### config.mk
export PLATFORM = sky130hd
export DESIGN_NAME = oca_queue
export DESIGN_NICKNAME = d
export VERILOG_FILES = /design/src/rtl/oca_pkg.sv /design/src/rtl/oca_queue.sv
export VERILOG_INCLUDE_DIRS = /design/src /design/src/rtl
export SDC_FILE = /design/constraint.sdc
export NUM_CORES = 1
export LEC_CHECK = 0
export CELL_PAD_IN_SITES_DETAIL_PLACEMENT = 1
export CELL_PAD_IN_SITES_GLOBAL_PLACEMENT = 1
export CORE_MARGIN = 3
export CORE_UTILIZATION = 55
export CTS_CLUSTER_SIZE = 8
export DETAILED_ROUTE_END_ITERATION = 10
export DONT_BUFFER_PORTS = 1
export PLACE_DENSITY = 0.78
export SKIP_CTS_REPAIR_TIMING = 1
export SYNTH_ARGS = -nofsm -noshare
export SYNTH_HDL_FRONTEND = slang
export SYNTH_SLANG_ARGS = --single-unit
### constraint.sdc
create_clock -name clock -period 4.1 [get_ports clock]
set_clock_uncertainty 0.05 [all_clocks]
set_input_delay 0.205 -clock clock [delete_from_list [all_inputs] [get_ports clock]]
set_output_delay 0.205 -clock clock [all_outputs]
set_load 0.005 [all_outputs]
### src/rtl/obstacle_cost_accumulator_defines.svh
// Assertion macros shared by the obstacle cost accumulator RTL.
`ifndef OBSTACLE_COST_ACCUMULATOR_DEFINES_SVH
`define OBSTACLE_COST_ACCUMULATOR_DEFINES_SVH
`ifndef SYNTHESIS
`define OCA_ASSERT(lbl, clk, rst, prop, msg) \
   lbl: assert property (@(posedge clk) disable iff (rst) prop) else $error(msg);
`define OCA_NEVER(lbl, clk, rst, expr, msg) \
   lbl: assert property (@(posedge clk) disable iff (rst) !(expr)) else $error(msg);
`else
`define OCA_ASSERT(lbl, clk, rst, prop, msg)
`define OCA_NEVER(lbl, clk, rst, expr, msg)
`endif
`endif

### src/rtl/oca_pkg.sv
// Shared constants and types of the obstacle cost accumulator.
`timescale 1ns / 1ps
package oca_pkg;
   localparam int COORD_BITS_DEF = 15;
   localparam int RADIUS_BITS    = 12;
   localparam int SLOPE_BITS     = 16;
   localparam int SUM_BITS       = 32;
   localparam int FRAC_BITS      = 8;
   localparam int W_BITS         = 9;
   localparam int QUEUE_DEPTH    = 4;
   localparam logic [SLOPE_BITS-1:0] SLOPE_RESET = 16'd256;
   localparam logic [W_BITS-1:0]     W_ONE       = 9'd256;
   localparam logic [W_BITS-1:0]     W_ZERO      = 9'd0;
   localparam logic [3:0]            RD_DIVISOR  = 4'd10;

   typedef struct packed {
      logic valid;
      logic last;
   } item_flags_type;

   typedef enum logic [3:0] {
      ST_IDLE, ST_ROOT, ST_RD, ST_SCALE, ST_MULT,
      ST_WEIGHT, ST_WDIV, ST_PROD, ST_SUM, ST_DONE
   } back_state_type;
endpackage

### src/rtl/oca_queue.sv
// Small FIFO between front and back end.
`timescale 1ns / 1ps
`include "obstacle_cost_accumulator_defines.svh"
module oca_queue #(
   parameter int WIDTH = 8,
   parameter int DEPTH = oca_pkg::QUEUE_DEPTH
) (
   input  logic             clock,
   input  logic             reset,
   input  logic             push,
   input  logic [WIDTH-1:0] push_data,
   output logic             full,
   input  logic             pop,
   output logic [WIDTH-1:0] pop_data,
   output logic             empty
);
   localparam int PW = (DEPTH > 1) ? $clog2(DEPTH) : 1;
   localparam int CW = $clog2(DEPTH + 1);

   logic [WIDTH-1:0] mem [DEPTH];
   logic [PW-1:0]    wr_ptr_ff, wr_ptr_in, rd_ptr_ff, rd_ptr_in;
   logic [CW-1:0]    count_ff, count_in;

   assign full     = (count_ff == CW'(DEPTH));
   assign empty    = (count_ff == '0);
   assign pop_data = mem[rd_ptr_ff];

   always_comb begin
      wr_ptr_in = wr_ptr_ff;
      rd_ptr_in = rd_ptr_ff;
      count_in  = count_ff;
      if (push) begin
         wr_ptr_in = (wr_ptr_ff == PW'(DEPTH - 1)) ? '0 : wr_ptr_ff + 1'b1;
      end
      if (pop) begin
         rd_ptr_in = (rd_ptr_ff == PW'(DEPTH - 1)) ? '0 : rd_ptr_ff + 1'b1;
      end
      if (push && !pop) begin
         count_in = count_ff + 1'b1;
      end else if (pop && !push) begin
         count_in = count_ff - 1'b1;
      end
   end

   always_ff @(posedge clock) begin
      if (reset) begin
         wr_ptr_ff <= '0;
         rd_ptr_ff <= '0;
         count_ff  <= '0;
      end else begin
         wr_ptr_ff <= wr_ptr_in;
         rd_ptr_ff <= rd_ptr_in;
         count_ff  <= count_in;
      end
   end

   always_ff @(posedge clock) begin
      if (push) begin
         mem[wr_ptr_ff] <= push_data;
      end
   end

   `OCA_NEVER(a_q_overflow, clock, reset, push && full && !pop, "queue push while full")
   `OCA_NEVER(a_q_underflow, clock, reset, pop && empty, "queue pop while empty")
   `OCA_ASSERT(a_q_count, clock, reset, (push && !pop) |=> (count_ff == $past(count_ff) + 1'b1), "queue count did not advance")
endmodule

==> flow_metrics.py <==
metrics = {
    "floorplanning": {
        "die_w_um": 59.9,
        "io_pins": 22,
        "start_util_pct": 61.2,
        "core_sq_um": 2610,
        "num_rows": 18,
        "fp.dieArea_sq_um": 3590,
        "die_h_um": 59.9,
    },
    "synthesis": {
        "synth_cells": 86,
        "ys_seq_area_share_pct": 71.4,
        "avgSynthCellArea_sq_um": 18.6,
        "ys_ff_latch": 41,
        "yosys_warnings": 0,
        "syn_nets": 105,
        "yosysUniqueCellTypes": 17,
        "syn_area_sq_um": 1600,
    },
    "detailed_routing": {
        "firstDrtPassIters": 4,
        "wire_per_inst_um": 25.2,
        "drt_drc_violations_left": 0,
        "drt-total-wl_um": 3320,
        "vias": 796,
        "via_per_inst": 6.03,
        "dr.first_iter.drc_count": 29,
        "ant_nets": 0,
    },
    "placed_design": {
        "place_area_sq_um": 1620,
        "io_buffers": 0,
        "gp_congestion": 0.684,
        "hpwlAfterDp_um": 2040,
        "dp_cells": 114,
    },
    "pwr": {
        "peakVddDrop_uv": 356,
        "p_seq_share_pct": 58.4,
        "p_int_mw": 0.659,
        "powerDensity_nw_per_um2": 469,
        "combPwrFrac_pct": 9.7,
        "p_switching_mw": 0.188,
        "leakage_nw": 0.637,
        "p_clk_share_pct": 31.9,
        "netSwitchingFraction_pct": 22.2,
    },
    "layout": {
        "stdcell_count": 132,
        "drive_above_1_share_pct": 14.7,
        "syn2layout_area_growth_pct": 12.9,
        "final_util_pct": 69.1,
        "design_area_sq_um": 1800,
        "diodes": 0,
        "nets": 120,
    },
    "cts": {
        "cts_tree": "done",
        "cts-root-buf": "clkbuf_4",
        "clockBufferDepth": 2,
        "clkLatencyLatePin_ps": 340,
        "clk_pin_slew_ps": 120,
        "cts_buffers": 5,
        "clock-sinks": 41,
        "htree_levels": 2,
    },
    "hold_path": {
        "min_delay_path_depth": 2,
        "min_from": "pop",
        "hp-class": "input pin to register",
        "hold_end": "rd_ptr_ff[1]",
    },
    "global_routing": {
        "first_global_vias": 847,
        "grt_util_all_layers_pct": 18.8,
        "grt_max_degree": 13,
        "grt_pass1_wl_um": 4410,
        "antenna_found_initial": 0,
        "grt.overflow.total": 0,
    },
    "worst_setup_path": {
        "worst-path-stages": 1,
        "end_kind": "primary output",
        "cp_max_fo": 8,
        "critPathBufInv": 0,
        "reg2reg_depth": 4,
        "rr_startpoint": "count_ff[0]",
        "slowest_stage": "dfxtp_1",
        "path_cells": "mux4_2",
        "worstSetupPathType": "register to primary output",
        "cp.required_ps": 3850,
        "cpLargestDelayFamily": "flip-flops",
        "crit_path_max_incr_delay_ps": 710,
        "rr_endpoint": "count_ff[2]",
        "cp-start-kind": "register",
        "crit_arrival_ps": 1680,
        "reg2reg_slack_ps": 2510,
    },
    "timing": {
        "layout_min_cycle_time_ps": 1930,
        "slew_headroom_pct": 61.5,
        "rsz0062_at_grt": "no",
        "slew_violations": 0,
        "setup_tns_ps": 0,
        "worst_pin_slew_ps": 577,
        "hold_viol_final": 0,
        "setup_viol": 0,
        "fmax_ghz": 0.518,
        "post-route-period-util_pct": 47.1,
    },
    "job": {
        "max_cap_viol_count": 0,
    },
    "status": {
        "status": "finished, final reports clean",
    },
}
[area by class of cell]
class	instances	area (sq um)
clock inverter	1	30.0
tap	30	37.5
inverter	4	15.0
timing repair buffer	10	100
fill	228	808
sequential	41	1140
clock buffer	7	55.1
multi-input combinational	39	425
[metrics by stage]
step / hold slack, ps / power (mW) / setup slack (ps)
global route: 28.0 / 0.887 / 2030
global placement: 225 / 0.561 / 2550
floorplan: 224 / 0.550 / 2580
detailed placement: 227 / 0.569 / 2420
finish: 20.2 / 0.847 / 2170
CTS: -163 / 0.837 / 2170
[sequential cells by signal, indices dropped and copies added, names as in the netlist, named ones only]
| register | flops |
|---|---|
| rd_ptr_ff | 2 |
| mem | 32 |
| count_ff | 3 |
| wr_ptr_ff | 2 |
[synth_stat cells (all sizes together)]
cell type  count  area (sq um)
a21oi          2          10.0
and2           4          25.0
buf            1          11.3
clkbuf         1          5.00
dfxtp          9           180
edfxtp        32           961
fa             1          20.0
ha             6          75.1
inv            4          15.0
mux2i          4          40.0
mux4           8           180
nor2           7          26.3
nor3           1          5.00
nor3b          2          15.0
o21ai          1          5.00
or3            1          6.26
xor2           2          17.5
[metal layers]
metal / routed length, um / global-route usage, % / vias up
met5: 0 / 0 / -
met4: 42 / 12.0 / 0
met3: 146 / 7.34 / 7
met2: 1790 / 30.7 / 30
met1: 1350 / 20.1 / 402
li1: - / - / 357
[cell usage in the layout, fill, tap and decap left out, drive strengths merged, types with 4 or more instances in the layout]
| master | synthesis | final |
|---|---|---|
| clkbuf | 1 | 7 |
| dfxtp | 9 | 9 |
| dlygate4sd3 | 0 | 10 |
| and2 | 4 | 4 |
| mux2i | 4 | 4 |
| inv | 4 | 4 |
| edfxtp | 32 | 32 |
| nor2 | 7 | 7 |
| mux4 | 8 | 8 |
| ha | 6 | 6 |
[power groups by stage]
stage	Clock, mW	Sequential [mW]	Combinational [mW]
after floorplan	0	0.491	0.0586
after global placement	0	0.499	0.0614
after detailed placement	0	0.502	0.0666
after CTS	0.276	0.492	0.0683
after global routing	0.300	0.497	0.0897
final	0.270	0.494	0.0821
[kinds of logic (layout without fill, tap and decap cells)]
group	Yosys count	count (layout)	synth area share, %
flops	41	41	71.4
simple gates	15	15	4.85
mux	12	12	13.8
fa+ha+maj	7	7	5.95
buf+inv	6	22	1.96
compound gates	3	3	0.939
xor+xnor	2	2	1.10
[how the worst max path moves through the flow]
stage,start,endpoint
2_1_floorplan,pop,count_ff[2]
3_3_place_gp,pop,count_ff[2]
3_5_place_dp,pop,count_ff[2]
4_1_cts,register,pop_data[6]
5_1_grt,register,pop_data[2]
6_report,register,pop_data[2]
Power figures use the tool's default switching activity.
