$ cat config.mk
export PLATFORM = sky130hd
export DESIGN_NAME = oca_front
export DESIGN_NICKNAME = d
export VERILOG_FILES = /design/src/rtl/obstacle_cost_accumulator_defines.svh /design/src/rtl/oca_pkg.sv /design/src/rtl/oca_front.sv
export SDC_FILE = /design/constraint.sdc
export NUM_CORES = 2
export LEC_CHECK = 0
export ABC_AREA = 1
export BUFFER_PORTS_ARGS = -buffer_cell sky130_fd_sc_hd__buf_2
export CAP_MARGIN = 20
export CORE_MARGIN = 10
export CORE_UTILIZATION = 55
export DETAILED_ROUTE_END_ITERATION = 8
export PLACE_DENSITY = 0.76
export SLEW_MARGIN = 20
export SYNTH_ARGS = -nofsm -noshare
export SYNTH_HDL_FRONTEND = slang
export SYNTH_SLANG_ARGS = --single-unit
$ cat constraint.sdc
create_clock -name clock -period 7.51 [get_ports clock]
set_input_delay 0.3755 -clock clock [delete_from_list [all_inputs] [get_ports clock]]
set_output_delay 0.3755 -clock clock [all_outputs]
set_load 0.005 [all_outputs]
$ cat src/rtl/obstacle_cost_accumulator_defines.svh
// Assertion macros shared by the obstacle cost accumulator RTL.
`ifndef OBSTACLE_COST_ACCUMULATOR_DEFINES_SVH
`define OBSTACLE_COST_ACCUMULATOR_DEFINES_SVH
`ifndef SYNTHESIS
`define OCA_ASSERT(lbl, clk, rst, prop, msg) \
   lbl: assert property (@(posedge clk) disable iff (rst) prop) else $error(msg);
`define OCA_NEVER(lbl, clk, rst, expr, msg) \
   lbl: assert property (@(posedge clk) disable iff (rst) !(expr)) else $error(msg);
`else
`define OCA_ASSERT(lbl, clk, rst, prop, msg)
`define OCA_NEVER(lbl, clk, rst, expr, msg)
`endif
`endif

$ cat src/rtl/oca_pkg.sv
// Shared constants and types of the obstacle cost accumulator.
`timescale 1ns / 1ps
package oca_pkg;
   localparam int COORD_BITS_DEF = 15;
   localparam int RADIUS_BITS    = 12;
   localparam int SLOPE_BITS     = 16;
   localparam int SUM_BITS       = 32;
   localparam int FRAC_BITS      = 8;
   localparam int W_BITS         = 9;
   localparam int QUEUE_DEPTH    = 4;
   localparam logic [SLOPE_BITS-1:0] SLOPE_RESET = 16'd256;
   localparam logic [W_BITS-1:0]     W_ONE       = 9'd256;
   localparam logic [W_BITS-1:0]     W_ZERO      = 9'd0;
   localparam logic [3:0]            RD_DIVISOR  = 4'd10;

   typedef struct packed {
      logic valid;
      logic last;
   } item_flags_type;

   typedef enum logic [3:0] {
      ST_IDLE, ST_ROOT, ST_RD, ST_SCALE, ST_MULT,
      ST_WEIGHT, ST_WDIV, ST_PROD, ST_SUM, ST_DONE
   } back_state_type;
endpackage

$ cat src/rtl/oca_front.sv
// Front end: takes transactions, forms squared distances, pushes them to the queue.
`timescale 1ns / 1ps
module oca_front #(
   parameter int COORD_BITS = oca_pkg::COORD_BITS_DEF,
   localparam int TDATA_W = ((4 * COORD_BITS + oca_pkg::RADIUS_BITS + 7) / 8) * 8,
   localparam int QW = 2 * COORD_BITS + 1,
   localparam int EW = 2 * QW + oca_pkg::RADIUS_BITS + 2
) (
   input  logic               clock,
   input  logic               reset,
   input  logic               req_tvalid,
   output logic               req_tready,
   input  logic [TDATA_W-1:0] req_tdata,
   input  logic               req_tuser,
   input  logic               req_tlast,
   output logic               q_push,
   output logic [EW-1:0]      q_data,
   input  logic               q_full
);
   import oca_pkg::*;
   localparam int C = COORD_BITS;

   logic                   stg_valid_ff, stg_valid_in;
   logic signed [C:0]      dx_ff, dy_ff;
   logic signed [C-1:0]    ox_ff, oy_ff;
   logic [RADIUS_BITS-1:0] rad_ff;
   item_flags_type         flags_ff;
   logic signed [C-1:0]    px, py, ox, oy;
   logic [C-1:0]           adx, ady, aox, aoy;
   logic [QW-1:0]          qd, qo;
   logic                   take;

   assign px = $signed(req_tdata[C-1:0]);
   assign py = $signed(req_tdata[2*C-1:C]);
   assign ox = $signed(req_tdata[3*C-1:2*C]);
   assign oy = $signed(req_tdata[4*C-1:3*C]);

   assign q_push     = stg_valid_ff && !q_full;
   assign req_tready = !stg_valid_ff || !q_full;
   assign take       = req_tvalid && req_tready;
   assign stg_valid_in = take ? 1'b1 : (q_push ? 1'b0 : stg_valid_ff);

   always_ff @(posedge clock) begin
      if (reset) begin
         stg_valid_ff <= 1'b0;
      end else begin
         stg_valid_ff <= stg_valid_in;
      end
   end

   always_ff @(posedge clock) begin
      if (take) begin
         dx_ff    <= {px[C-1], px} - {ox[C-1], ox};
         dy_ff    <= {py[C-1], py} - {oy[C-1], oy};
         ox_ff    <= ox;
         oy_ff    <= oy;
         rad_ff   <= req_tdata[4*C+RADIUS_BITS-1:4*C];
         flags_ff <= '{valid: req_tuser, last: req_tlast};
      end
   end

   always_comb begin
      adx = dx_ff[C] ? C'(-dx_ff) : dx_ff[C-1:0];
      ady = dy_ff[C] ? C'(-dy_ff) : dy_ff[C-1:0];
      aox = ox_ff[C-1] ? C'(-ox_ff) : C'(ox_ff);
      aoy = oy_ff[C-1] ? C'(-oy_ff) : C'(oy_ff);
      qd  = QW'(adx * adx) + QW'(ady * ady);
      qo  = QW'(aox * aox) + QW'(aoy * aoy);
   end

   assign q_data = {flags_ff, rad_ff, qo, qd};
endmodule

==> metrics.txt <==
hold crit path type input port to flop; total number of vias 27100; # rows 87; initial antenna violation count 2; routed wire length 96.2 mm; Least-Margin Pin Slew 0.637 ns; Final TNS setup -23.64 ns; Ys Warns 0; Num CTS Buffers 9; Final Net Count 5498; CTS Hold Bufs 0; number of global-route vias before repair 28300; Initial Util 55.2%; max-capacitance violation count 0; maximum clock frequency 0.121 GHz; area post-placement 36600 um^2; post-route setup slack -0.757 ns; most frequent cells in the layout inv_1 (1005), fa_1 (613), buf_4 (554); Synth Instances 3621; final setup vio count 42; clk slew on worst S/H paths 0.07 ns; flops & latches, synth 77; drt initial violations 1852; count of different cell masters after synthesis 52; leading cell type in the layout, fill and taps excluded inv_1; PortBufs 155; CP Data Required Time 7.13 ns; asr flop ratio synth 0%; Via-to-Cell Ratio 5.26; dominant synthesized flop cell edfxtp_1; final std cells w/o fill 5155; clock skew 0.00907 ns; CP Max Fanout 5; dpl cells 5027; status finished with violations; clk buf depth 2; mapped cell area 31000 um^2; clock sink count 77; gpl congestion 0.975; sequential fraction of the synthesis area 7.42%; Place WS -0.494 ns; reg2reg start stg_valid_ff$_SDFFE_PP0P_; DR WL/cell 18.7 um; fill count 3713; CTS tree yes; Worst Setup Start Kind flop; Crit. End Element output port; Tmin final 8.27 ns; area occupied by multi-input gates 27000 um^2; area grow syn2layout 31.5%; Worst Setup SP dx_ff[0]$_DFFE_PP_; RSZ-0062 raised after global routing true; number of synthesized flops with an enable pin 76; die area 66300 um^2; cell repeated most along the worst path fa_1; headroom to the max-slew limit 57.1%; largest net degree at the start of global routing 46; Core Area 56200 um^2; first-pass GRT wire length 141 mm; CP Capture Point q_data[20]; # H-tree levels 3; Antenna Nets Post-Route 0; failing checks setup timing; Syn Area/Cell 8.57 um^2; Final Cycle Share 110%; register area 2300 um^2; # DRC 0; Arr. time, crit path 7.89 ns; Root Buffer clkbuf_16; CP peak stage delay 0.54 ns; die height 258 um; Clk Latency, worst-skew pair 0.38 ns; Post-Layout Inst Area 40800 um^2; HPWL after detailed placement 73.8 mm; die width 258 um; first-pass detailed-route iteration total 8; reg2reg end ox_ff[8]$_DFFE_PP_; R2R setup slack 6.15 ns; WS Path Type flop to output port; Crit-path slowest cell fa_2; overall fraction of global-route tracks in use 26.5%; FF-to-FF path depth 2; # IOs 156; GRT overflow 0; Hold Vio Cnt, Final 0; layout cell share with drive strength beyond 1 32.5%; Slew Limit Fails 0
==> worst max-delay path, delay by kind of cell (launching register included) <==
family,cells,cell delay (ns)
compound gates,4,0.48
fa+ha+maj,10,4.55
xor+xnor,1,0.20
flops,1,0.41
buf+inv,8,0.68
simple gates,9,1.20
==> metrics by stage <==
step	utilization (%)	hold slack, ns
2_1_floorplan	-	0.445
5_1_grt	72.6	0.139
4_1_cts	68.9	0.127
3_5_place_dp	65.2	0.524
3_3_place_gp	65.2	0.510
6_report	72.6	0.141
==> routing by layer <==
metal  vias to the layer above  routed length (um)  global-route usage, %
li1                      12100                   -                      -
met1                     13200               35400                   33.1
met2                      1371               48100                   45.9
met3                       419                7320                   4.26
met4                         0                5390                   9.52
met5                         -                   0                      0
==> cell families after synthesis <==
logic type | share of synthesized area (%)
flip-flops | 7.42
AO/OA/AOI/OAI | 4.26
XOR/XNOR | 3.04
buffers and inverters | 14.6
adder cells (fa/ha/maj) | 57.5
AND/OR/NAND/NOR | 13.2
other | 0.0242
==> synth_stat cells (all sizes together) (2+ instances only) <==
library cell,count,area [um^2]
a21oi,92,460
or2,14,87.6
xor2,70,662
o31ai,3,36.3
a21o,11,82.6
xnor2,32,280
fa,663,13300
nor2,311,1190
nor3,25,151
a31oi,4,25.0
nand3,81,405
nor4,4,25.0
nand2,529,2020
o211ai,3,22.5
o21ai,78,398
inv,1144,4300
a21boi,11,82.6
conb,2,7.51
clkbuf,12,55.1
o21bai,19,143
buf,28,166
edfxtp,76,2280
o2111ai,2,17.5
a211oi,2,15.0
nand4,24,163
ha,365,4570
and2,2,12.5
nand3b,4,30.0
o21a,3,22.5
clkinv,3,11.3
==> how the worst min path moves through the flow <==
| stage | start | cells after the start | to | slack (ns) |
|---|---|---|---|---|
| 2_1_floorplan | reset | 1 | stg_valid_ff$_SDFFE_PP0P_ | 0.44 |
| 3_3_place_gp | stg_valid_ff$_SDFFE_PP0P_ | 2 | stg_valid_ff$_SDFFE_PP0P_ | 0.51 |
| 3_5_place_dp | stg_valid_ff$_SDFFE_PP0P_ | 2 | stg_valid_ff$_SDFFE_PP0P_ | 0.52 |
| 4_1_cts | reset | 2 | stg_valid_ff$_SDFFE_PP0P_ | 0.13 |
| 5_1_grt | reset | 2 | stg_valid_ff$_SDFFE_PP0P_ | 0.14 |
| 6_report | reset | 2 | stg_valid_ff$_SDFFE_PP0P_ | 0.14 |
==> layout make-up <==
class	instances	share of cell area, %
Inverter	1147	10.7
Multi-Input combinational cell	2375	66.3
Tap cell	756	2.32
Antenna cell	2	0.0123
Clock buffer	9	0.552
Timing Repair Buffer	782	14.2
Sequential cell	77	5.64
Clock inverter	7	0.258
==> registers in the layout (all words and copies together), names as in the netlist <==
signal	flops
ox_ff	15
stg_valid_ff	1
dx_ff	16
oy_ff	15
dy_ff	16
q_data	2
rad_ff	12
==> repair_timing <==
item                                    in CTS  in global routing
pin swaps                                  199                291
buffers inserted                            56                 64
endpoints found under the setup margin      46                 46
gates resized for setup                    352                482
Power is not shown: default switching activity piles up to over one toggle a cycle in this logic, so the estimate is an artifact.
