===== src/rtl/obstacle_cost_accumulator_defines.svh =====
// Assertion macros shared by the obstacle cost accumulator RTL.
`ifndef OBSTACLE_COST_ACCUMULATOR_DEFINES_SVH
`define OBSTACLE_COST_ACCUMULATOR_DEFINES_SVH
`ifndef SYNTHESIS
`define OCA_ASSERT(lbl, clk, rst, prop, msg) \
   lbl: assert property (@(posedge clk) disable iff (rst) prop) else $error(msg);
`define OCA_NEVER(lbl, clk, rst, expr, msg) \
   lbl: assert property (@(posedge clk) disable iff (rst) !(expr)) else $error(msg);
`else
`define OCA_ASSERT(lbl, clk, rst, prop, msg)
`define OCA_NEVER(lbl, clk, rst, expr, msg)
`endif
`endif


===== src/rtl/oca_pkg.sv =====
// Shared constants and types of the obstacle cost accumulator.
`timescale 1ns / 1ps
package oca_pkg;
   localparam int COORD_BITS_DEF = 15;
   localparam int RADIUS_BITS    = 12;
   localparam int SLOPE_BITS     = 16;
   localparam int SUM_BITS       = 32;
   localparam int FRAC_BITS      = 8;
   localparam int W_BITS         = 9;
   localparam int QUEUE_DEPTH    = 4;
   localparam logic [SLOPE_BITS-1:0] SLOPE_RESET = 16'd256;
   localparam logic [W_BITS-1:0]     W_ONE       = 9'd256;
   localparam logic [W_BITS-1:0]     W_ZERO      = 9'd0;
   localparam logic [3:0]            RD_DIVISOR  = 4'd10;

   typedef struct packed {
      logic valid;
      logic last;
   } item_flags_type;

   typedef enum logic [3:0] {
      ST_IDLE, ST_ROOT, ST_RD, ST_SCALE, ST_MULT,
      ST_WEIGHT, ST_WDIV, ST_PROD, ST_SUM, ST_DONE
   } back_state_type;
endpackage


===== src/rtl/oca_sqrt.sv =====
// Bit-serial square root, takes two radicand bits of input per cycle, Q8 result.
`timescale 1ns / 1ps
module oca_sqrt #(
   parameter int COORD_BITS = oca_pkg::COORD_BITS_DEF,
   localparam int QW = 2 * COORD_BITS + 1,
   localparam int RT = COORD_BITS + 9
) (
   input  logic          clock,
   input  logic          reset,
   input  logic          start,
   input  logic [QW-1:0] radicand,
   output logic          busy,
   output logic [RT-1:0] root
);
   localparam int SW  = QW + 1;
   localparam int RMW = RT + 2;
   localparam int NW  = $clog2(RT);

   logic            busy_ff, busy_in;
   logic [NW-1:0]   cnt_ff, cnt_in;
   logic [SW-1:0]   sh_ff;
   logic [RT-1:0]   root_ff;
   logic [RMW-1:0]  rem_ff, rem_n, trial;

   assign busy = busy_ff;
   assign root = root_ff;

   always_comb begin
      rem_n   = {rem_ff[RMW-3:0], sh_ff[SW-1:SW-2]};
      trial   = {root_ff, 2'b01};
      busy_in = busy_ff;
      cnt_in  = cnt_ff;
      if (start) begin
         busy_in = 1'b1;
         cnt_in  = '0;
      end else if (busy_ff) begin
         cnt_in = cnt_ff + 1'b1;
         if (cnt_ff == NW'(RT - 1)) begin
            busy_in = 1'b0;
         end
      end
   end

   always_ff @(posedge clock) begin
      if (reset) begin
         busy_ff <= 1'b0;
         cnt_ff  <= '0;
      end else begin
         busy_ff <= busy_in;
         cnt_ff  <= cnt_in;
      end
   end

   always_ff @(posedge clock) begin
      if (start) begin
         sh_ff   <= {1'b0, radicand};
         rem_ff  <= '0;
         root_ff <= '0;
      end else if (busy_ff) begin
         sh_ff <= {sh_ff[SW-3:0], 2'b00};
         if (rem_n >= trial) begin
            rem_ff  <= rem_n - trial;
            root_ff <= {root_ff[RT-2:0], 1'b1};
         end else begin
            rem_ff  <= rem_n;
            root_ff <= {root_ff[RT-2:0], 1'b0};
         end
      end
   end
endmodule


===== src/rtl/oca_back.sv =====
// Back end: distances, weight division, saturating accumulation and result register.
`timescale 1ns / 1ps
`include "obstacle_cost_accumulator_defines.svh"
module oca_back #(
   parameter int COORD_BITS = oca_pkg::COORD_BITS_DEF,
   localparam int QW = 2 * COORD_BITS + 1,
   localparam int EW = 2 * QW + oca_pkg::RADIUS_BITS + 2
) (
   input  logic                              clock,
   input  logic                              reset,
   input  logic [oca_pkg::SLOPE_BITS-1:0]    slope_scale,
   input  logic [EW-1:0]                     q_data,
   input  logic                              q_empty,
   output logic                              q_pop,
   output logic                              rsp_tvalid,
   input  logic                              rsp_tready,
   output logic [oca_pkg::SUM_BITS-1:0]      rsp_tdata,
   output logic                              rsp_tuser
);
   import oca_pkg::*;
   localparam int RT  = COORD_BITS + 9;
   localparam int RQ  = RADIUS_BITS + FRAC_BITS;
   localparam int RW  = ((RT > RQ) ? RT : RQ) + 1;
   localparam int SW  = RW + FRAC_BITS;
   localparam int DW  = SW + 1;
   localparam int PW  = RW + 1 + W_BITS + 1;
   localparam int CW  = PW - FRAC_BITS;
   localparam int XW  = ((CW > SUM_BITS) ? CW : SUM_BITS) + 1;
   localparam int NW  = $clog2(FRAC_BITS + 1);
   // floor(o / 10) as (o * ceil(2^k / 10)) >> k, exact for every root width
   localparam int RD_SHIFT = RT + 4;
   localparam logic [RT:0] RD_RECIP =
      (RT + 1)'(((64'd1 << RD_SHIFT) + 64'(RD_DIVISOR) - 64'd1) / 64'(RD_DIVISOR));

   back_state_type        state_ff, state_in;
   logic                  root_start, emit, div_step;
   logic                  d_busy, o_busy;
   logic [RT-1:0]         d_root, o_root;
   logic [2*RT:0]         rd_prod;
   item_flags_type        flags_ff, q_flags;
   logic [RQ-1:0]         rad_ff;
   logic [RW-1:0]         r_ff, d_ext, diff;
   logic signed [RW:0]    a_ff;
   logic [SW-1:0]         s_ff, diff_ext;
   logic [SLOPE_BITS+RW-1:0] s_prod;
   logic [DW-1:0]         drem_ff, dtry;
   logic [RT-1:0]         dnum_ff;
   logic [SW-1:0]         ddiv_ff;
   logic [NW-1:0]         dcnt_ff;
   logic [W_BITS-1:0]     w_ff;
   logic signed [PW-1:0]  prod_ff;
   logic signed [CW-1:0]  contrib;
   logic signed [XW-1:0]  total;
   logic                  ovf_hi, ovf_lo, div_done;
   logic [SUM_BITS-1:0]   sum_ff;
   logic                  clip_ff;
   logic                  rsp_valid_ff;
   logic [SUM_BITS-1:0]   rsp_data_ff;
   logic                  rsp_sat_ff;

   assign q_flags = q_data[EW-1:EW-2];

   oca_sqrt #(.COORD_BITS(COORD_BITS)) u_sqrt_d (
      .clock(clock), .reset(reset), .start(root_start),
      .radicand(q_data[QW-1:0]), .busy(d_busy), .root(d_root)
   );

   oca_sqrt #(.COORD_BITS(COORD_BITS)) u_sqrt_o (
      .clock(clock), .reset(reset), .start(root_start),
      .radicand(q_data[2*QW-1:QW]), .busy(o_busy), .root(o_root)
   );

   assign rd_prod  = o_root * RD_RECIP;
   assign d_ext    = RW'(d_root);
   assign diff     = d_ext - r_ff;
   assign diff_ext = SW'(diff);
   assign s_prod   = slope_scale * r_ff;
   assign dtry     = {drem_ff[DW-2:0], dnum_ff[RT-1]};
   assign div_done = (dcnt_ff == NW'(FRAC_BITS));
   assign contrib  = prod_ff[PW-1:FRAC_BITS];
   assign total    = $signed({{(XW - SUM_BITS){sum_ff[SUM_BITS-1]}}, sum_ff})
                   + $signed({{(XW - CW){contrib[CW-1]}}, contrib});
   assign ovf_hi   = !total[XW-1] && (|total[XW-2:SUM_BITS-1]);
   assign ovf_lo   = total[XW-1] && !(&total[XW-2:SUM_BITS-1]);

   // next state
   always_comb begin
      state_in = state_ff;
      unique case (state_ff)
         ST_IDLE: begin
            if (!q_empty) begin
               state_in = q_flags.valid ? ST_ROOT : ST_DONE;
            end
         end
         ST_ROOT: begin
            if (!d_busy && !o_busy) begin
               state_in = ST_RD;
            end
         end
         ST_RD:     state_in = ST_SCALE;
         ST_SCALE:  state_in = ST_MULT;
         ST_MULT:   state_in = ST_WEIGHT;
         ST_WEIGHT: begin
            if (d_ext <= r_ff || diff_ext >= s_ff) begin
               state_in = ST_PROD;
            end else begin
               state_in = ST_WDIV;
            end
         end
         ST_WDIV: begin
            if (div_done) begin
               state_in = ST_PROD;
            end
         end
         ST_PROD:   state_in = ST_SUM;
         ST_SUM:    state_in = ST_DONE;
         ST_DONE: begin
            if (!flags_ff.last || !rsp_valid_ff || rsp_tready) begin
               state_in = ST_IDLE;
            end
         end
         default:   state_in = ST_IDLE;
      endcase
   end

   // control outputs
   always_comb begin
      q_pop      = 1'b0;
      root_start = 1'b0;
      emit       = 1'b0;
      div_step   = 1'b0;
      unique case (state_ff)
         ST_IDLE: begin
            q_pop      = !q_empty;
            root_start = !q_empty && q_flags.valid;
         end
         ST_WDIV:        div_step = !div_done;
         ST_DONE:        emit = flags_ff.last && (!rsp_valid_ff || rsp_tready);
         default: begin
         end
      endcase
   end

   always_ff @(posedge clock) begin
      if (reset) begin
         state_ff     <= ST_IDLE;
         sum_ff       <= '0;
         clip_ff      <= 1'b0;
         rsp_valid_ff <= 1'b0;
      end else begin
         state_ff <= state_in;
         if (emit) begin
            sum_ff  <= '0;
            clip_ff <= 1'b0;
         end else if (state_ff == ST_SUM) begin
            if (ovf_hi) begin
               sum_ff  <= {1'b0, {(SUM_BITS - 1){1'b1}}};
               clip_ff <= 1'b1;
            end else if (ovf_lo) begin
               sum_ff  <= {1'b1, {(SUM_BITS - 1){1'b0}}};
               clip_ff <= 1'b1;
            end else begin
               sum_ff <= total[SUM_BITS-1:0];
            end
         end
         if (emit) begin
            rsp_valid_ff <= 1'b1;
         end else if (rsp_tready) begin
            rsp_valid_ff <= 1'b0;
         end
      end
   end

   always_ff @(posedge clock) begin
      if (q_pop) begin
         flags_ff <= q_flags;
         rad_ff   <= {q_data[EW-3:2*QW], {FRAC_BITS{1'b0}}};
      end
      if (emit) begin
         rsp_data_ff <= sum_ff;
         rsp_sat_ff  <= clip_ff;
      end
      // origin distance by ten in one multiply, then the shift-subtract weight divide
      if (state_ff == ST_RD) begin
         dnum_ff <= RT'(rd_prod[2*RT:RD_SHIFT]);
      end else if (state_ff == ST_WEIGHT) begin
         drem_ff <= DW'(s_ff - diff_ext);
         dnum_ff <= '0;
         ddiv_ff <= s_ff;
         dcnt_ff <= '0;
      end else if (div_step) begin
         dcnt_ff <= dcnt_ff + 1'b1;
         if (dtry >= {1'b0, ddiv_ff}) begin
            drem_ff <= dtry - {1'b0, ddiv_ff};
            dnum_ff <= {dnum_ff[RT-2:0], 1'b1};
         end else begin
            drem_ff <= dtry;
            dnum_ff <= {dnum_ff[RT-2:0], 1'b0};
         end
      end
      if (state_ff == ST_SCALE) begin
         r_ff <= RW'(rad_ff) + RW'(dnum_ff);
         a_ff <= $signed((RW + 1)'(rad_ff)) - $signed((RW + 1)'(dnum_ff));
      end
      if (state_ff == ST_MULT) begin
         s_ff <= s_prod[SLOPE_BITS+RW-1:FRAC_BITS];
      end
      if (state_ff == ST_WEIGHT) begin
         w_ff <= (d_ext <= r_ff) ? W_ONE : W_ZERO;
      end else if (state_ff == ST_WDIV && div_done) begin
         w_ff <= {1'b0, dnum_ff[FRAC_BITS-1:0]};
      end
      if (state_ff == ST_PROD) begin
         prod_ff <= $signed({1'b0, w_ff}) * a_ff;
      end
   end

   assign rsp_tvalid = rsp_valid_ff;
   assign rsp_tdata  = rsp_data_ff;
   assign rsp_tuser  = rsp_sat_ff;

   `OCA_ASSERT(a_clear_after_emit, clock, reset, emit |=> (sum_ff == '0 && !clip_ff), "sum not cleared after result")
   `OCA_ASSERT(a_weight_range, clock, reset, (state_ff == ST_PROD) |-> (w_ff <= W_ONE), "weight above one")
   `OCA_ASSERT(a_pop_idle, clock, reset, q_pop |-> (state_ff == ST_IDLE && !q_empty), "pop outside idle")
   `OCA_NEVER(a_emit_overwrite, clock, reset, emit && rsp_valid_ff && !rsp_tready, "result register overwritten")
endmodule


===== config.mk =====
export PLATFORM = sky130hd
export DESIGN_NAME = oca_back
export DESIGN_NICKNAME = d
export VERILOG_FILES = /design/src/rtl/oca_pkg.sv /design/src/rtl/oca_sqrt.sv /design/src/rtl/oca_back.sv
export VERILOG_INCLUDE_DIRS = /design/src /design/src/rtl
export SDC_FILE = /design/constraint.sdc
export NUM_CORES = 2
export LEC_CHECK = 0
export BUFFER_PORTS_ARGS = -buffer_cell sky130_fd_sc_hd__buf_4
export CAP_MARGIN = 20
export CORE_ASPECT_RATIO = 1.1
export CORE_UTILIZATION = 60
export CTS_BUF_LIST = sky130_fd_sc_hd__clkbuf_16
export DETAILED_ROUTE_END_ITERATION = 8
export PLACE_DENSITY = 0.79
export SETUP_SLACK_MARGIN = 0.05
export SLEW_MARGIN = 20
export SYNTH_ARGS = -nofsm -noshare
export SYNTH_HDL_FRONTEND = slang
export SYNTH_HIERARCHICAL = 1
export SYNTH_SLANG_ARGS = --single-unit
export TNS_END_PERCENT = 50

===== constraint.sdc =====
create_clock -name clock -period 16.16 [get_ports clock]
set_input_delay 0.808 -clock clock [delete_from_list [all_inputs] [get_ports clock]]
set_output_delay 0.808 -clock clock [all_outputs]
set_load 0.005 [all_outputs]

==> flow_metrics.env <==
export IMPL_portBuffers=130
export IMPL_synth_avg_cell_area_um2=9.66
export IMPL_maxCapViolCount=0
export IMPL_ant_nets=0
export IMPL_p_clk_share_pct=13.0
export IMPL_period_needed_ns=7.28
export IMPL_syn2layout_area_growth_pct=7.11
export IMPL_ys_ff_latch=468
export IMPL_setup_tns_ns=0
export IMPL_synth_edf_count=317
export IMPL_drtIter0Drc=2758
export IMPL_synth_ff_type="edfxtp_1"
export IMPL_drv_slew=0
export IMPL_rrSetupSlack_ns=8.88
export IMPL_die_h_um=325
export IMPL_rsz0062_at_grt="false"
export IMPL_fin_crit_sh_pct=45.0
export IMPL_gp_congestion=0.943
export IMPL_netlist_area_mm2=0.0568
export IMPL_vias=41628
export IMPL_cts_buffers=54
export IMPL_cp_max_fo=13
export IMPL_track_usage_pct=29.0
export IMPL_root_buffer="clkbuf_16"
export IMPL_dr_pass1_iters=6
export IMPL_min_from="q_data[74]"
export IMPL_drive_gt1_share_pct=6.26
export IMPL_clock_path_buffers=3
export IMPL_route_detailed_drc=0
export IMPL_dpl_hpwl_um=106000
export IMPL_detail_route_wl_per_cell_um=18.8
export IMPL_final_cell_mix="1143 x inv_1, 728 x fa_1, 640 x ha_1"
export IMPL_powerDensity_mw_per_mm2=171
export IMPL_synth_cells=5885
export IMPL_fp_dieW_um=295
export IMPL_cts_tree="done"
export IMPL_min_path_type="input pin to flip-flop"
export IMPL_worstSetupEndpointType="flip-flop"
export IMPL_grt_overflow=0
export IMPL_critPathArrivalTime_ns=7.68
export IMPL_place_inst=7117
export IMPL_synthesis_nets=7349
export IMPL_ys_seq_area_share_pct=22.1
export IMPL_dieArea_mm2=0.0960
export IMPL_tightest_slew_ns=1.19
export IMPL_via_per_inst=5.77
export IMPL_slew_headroom_pct=20.4
export IMPL_clock_skew_ns=0.0218
export IMPL_async_flop_share_pct=0
export IMPL_grt_pass1_vias=43174
export IMPL_clk_pin_slew_ns=0.06
export IMPL_swShare_pct=46.6
export IMPL_crit_start="u_sqrt_o/root[3]"
export IMPL_fp_coreArea_mm2=0.0940
export IMPL_layout_nets=7377
export IMPL_p_sw_mw=4.85
export IMPL_comb_power_share_pct=67.9
export IMPL_cellLeakagePower_nw=29.2
export IMPL_clock_sinks=468
export IMPL_peakVddDrop_uv=321
export IMPL_crit_required_ns=16.56
export IMPL_clk_insertion_delay_late_ns=0.67
export IMPL_mostFrequentLayoutCell="inv_1"
export IMPL_seq_power_share_pct=19.1
export IMPL_final_setup_viol_count=0
export IMPL_num_fill_cells=7463
export IMPL_crit_type="flip-flop to flip-flop"
export IMPL_grt_pass1_wl_um=221000
export IMPL_finalHoldViolCount=0
export IMPL_cts_setup_buffers=0
export IMPL_internal_power_mw=5.56
export IMPL_drt_total_wl_um=136000
export IMPL_synth_distinct_cells=103
export IMPL_rows=118
export IMPL_diodes=0
export IMPL_initial_core_util_pct=60.4
export IMPL_grt_max_degree=80
export IMPL_fmax_mhz=137
export IMPL_status="complete, no violations"
export IMPL_cts_htree_levels=2
export IMPL_stdcell_count=7219
export IMPL_antenna_found_initial=4
export IMPL_io_pins=131
export IMPL_r2r_start="u_sqrt_o/root[3]"
export IMPL_synth_warnings=6
export IMPL_holdBufCountCts=0
export IMPL_startpoint_type="flip-flop"
export IMPL_postCtsResizedCells=0
per-stage QoR:
step	area [um2]	utilization, %	hold WS (ns)	power, mW	setup slack (ns)
2_1_floorplan	56800	-	0.409	7.33	9.54
3_3_place_gp	58900	62.6	0.426	8.74	9.09
3_5_place_dp	58900	62.7	0.433	8.98	8.85
4_1_cts	60900	64.7	0.284	10.4	8.87
5_1_grt	60900	64.7	0.294	11.4	8.53
6_report	60900	64.7	0.322	10.4	8.88
power by group through the flow:
stage	Combinational, mW	Sequential, mW	Clock [mW]
finish	7.06	1.99	1.35
CTS	7.03	1.98	1.38
global route	7.96	2.01	1.42
floorplan	5.44	1.90	0
detailed placement	6.98	2.01	0
global placement	6.74	2.00	0
cell type report:
cell class	count	area (um2)	area share, %
well taps	1260	1580	2.59
repair buffers	154	1180	1.93
multi-input cells	4096	39400	64.6
inverters	1139	4280	7.02
clock inverters	42	459	0.754
flip-flops and latches	468	12500	20.6
clock buffers	60	1500	2.47
final timing paths:
check | endpoint | depth (start not counted)
min reg2reg | rsp_tuser | 0
max reg2reg | dnum_ff[20] | 23
min | flags_ff[0] | 1
max | dnum_ff[20] | 23
state kept, by name, summed over array words and instances, names as in the netlist, 25 cells and up:
signal          count
r_ff               25
u_sqrt_o/sh_ff     32
s_ff               33
rsp_tdata          32
sum_ff             32
drem_ff            33
u_sqrt_d/sh_ff     32
ddiv_ff            33
prod_ff            27
critical path, stage by stage, from the launching register on:
cell and delay (ns):
dfxtp_1 0.70, ha_1 0.36, xor2_1 0.28, ha_1 0.31, fa_1 0.54, inv_1 0.05
fa_1 0.53, inv_1 0.06, fa_1 0.51, fa_1 0.55, inv_1 0.06, fa_1 0.55
inv_1 0.05, ha_1 0.38, and3_1 0.19, o2111ai_1 0.11, nor4_1 0.41, a31oi_2 0.20
and4b_4 0.27, nor3_4 0.18, o21ai_2 0.10, a31oi_4 0.17, nor4_1 0.07, or3b_1 0.38
synthesized netlist by cell type (all sizes together) (64+ instances only):
cell type / count / share of area [%]
dfxtp: 151 / 5.3
edfxtp: 317 / 17
o21ai: 136 / 1.2
xnor2: 162 / 2.5
a21o: 105 / 1.4
xor2: 94 / 1.4
nor2: 288 / 1.9
nor3: 65 / 0.60
clkbuf: 151 / 1.0
fa: 728 / 26
a21oi: 274 / 2.4
mux2i: 74 / 1.3
ha: 640 / 14
and2: 324 / 3.6
inv: 1138 / 7.5
nand2: 493 / 3.3
nand3: 64 / 0.56
routing by layer:
| layer | track usage [%] | vias to the layer above | wire, um |
|---|---|---|---|
| met5 | 0 | - | 34 |
| met1 | 37.8 | 20625 | 55500 |
| met2 | 48.8 | 1407 | 65600 |
| met3 | 4.39 | 311 | 9040 |
| li1 | - | 19279 | - |
| met4 | 10.9 | 6 | 5480 |
cells by family after synthesis:
family,synth area share (%)
adder cells (fa/ha/maj),39.7
XOR/XNOR,3.94
multiplexers,2.45
AO/OA/AOI/OAI,10.5
flip-flops,22.1
buffers and inverters,8.78
AND/OR/NAND/NOR,12.5
(Power assumes the default switching activity.)
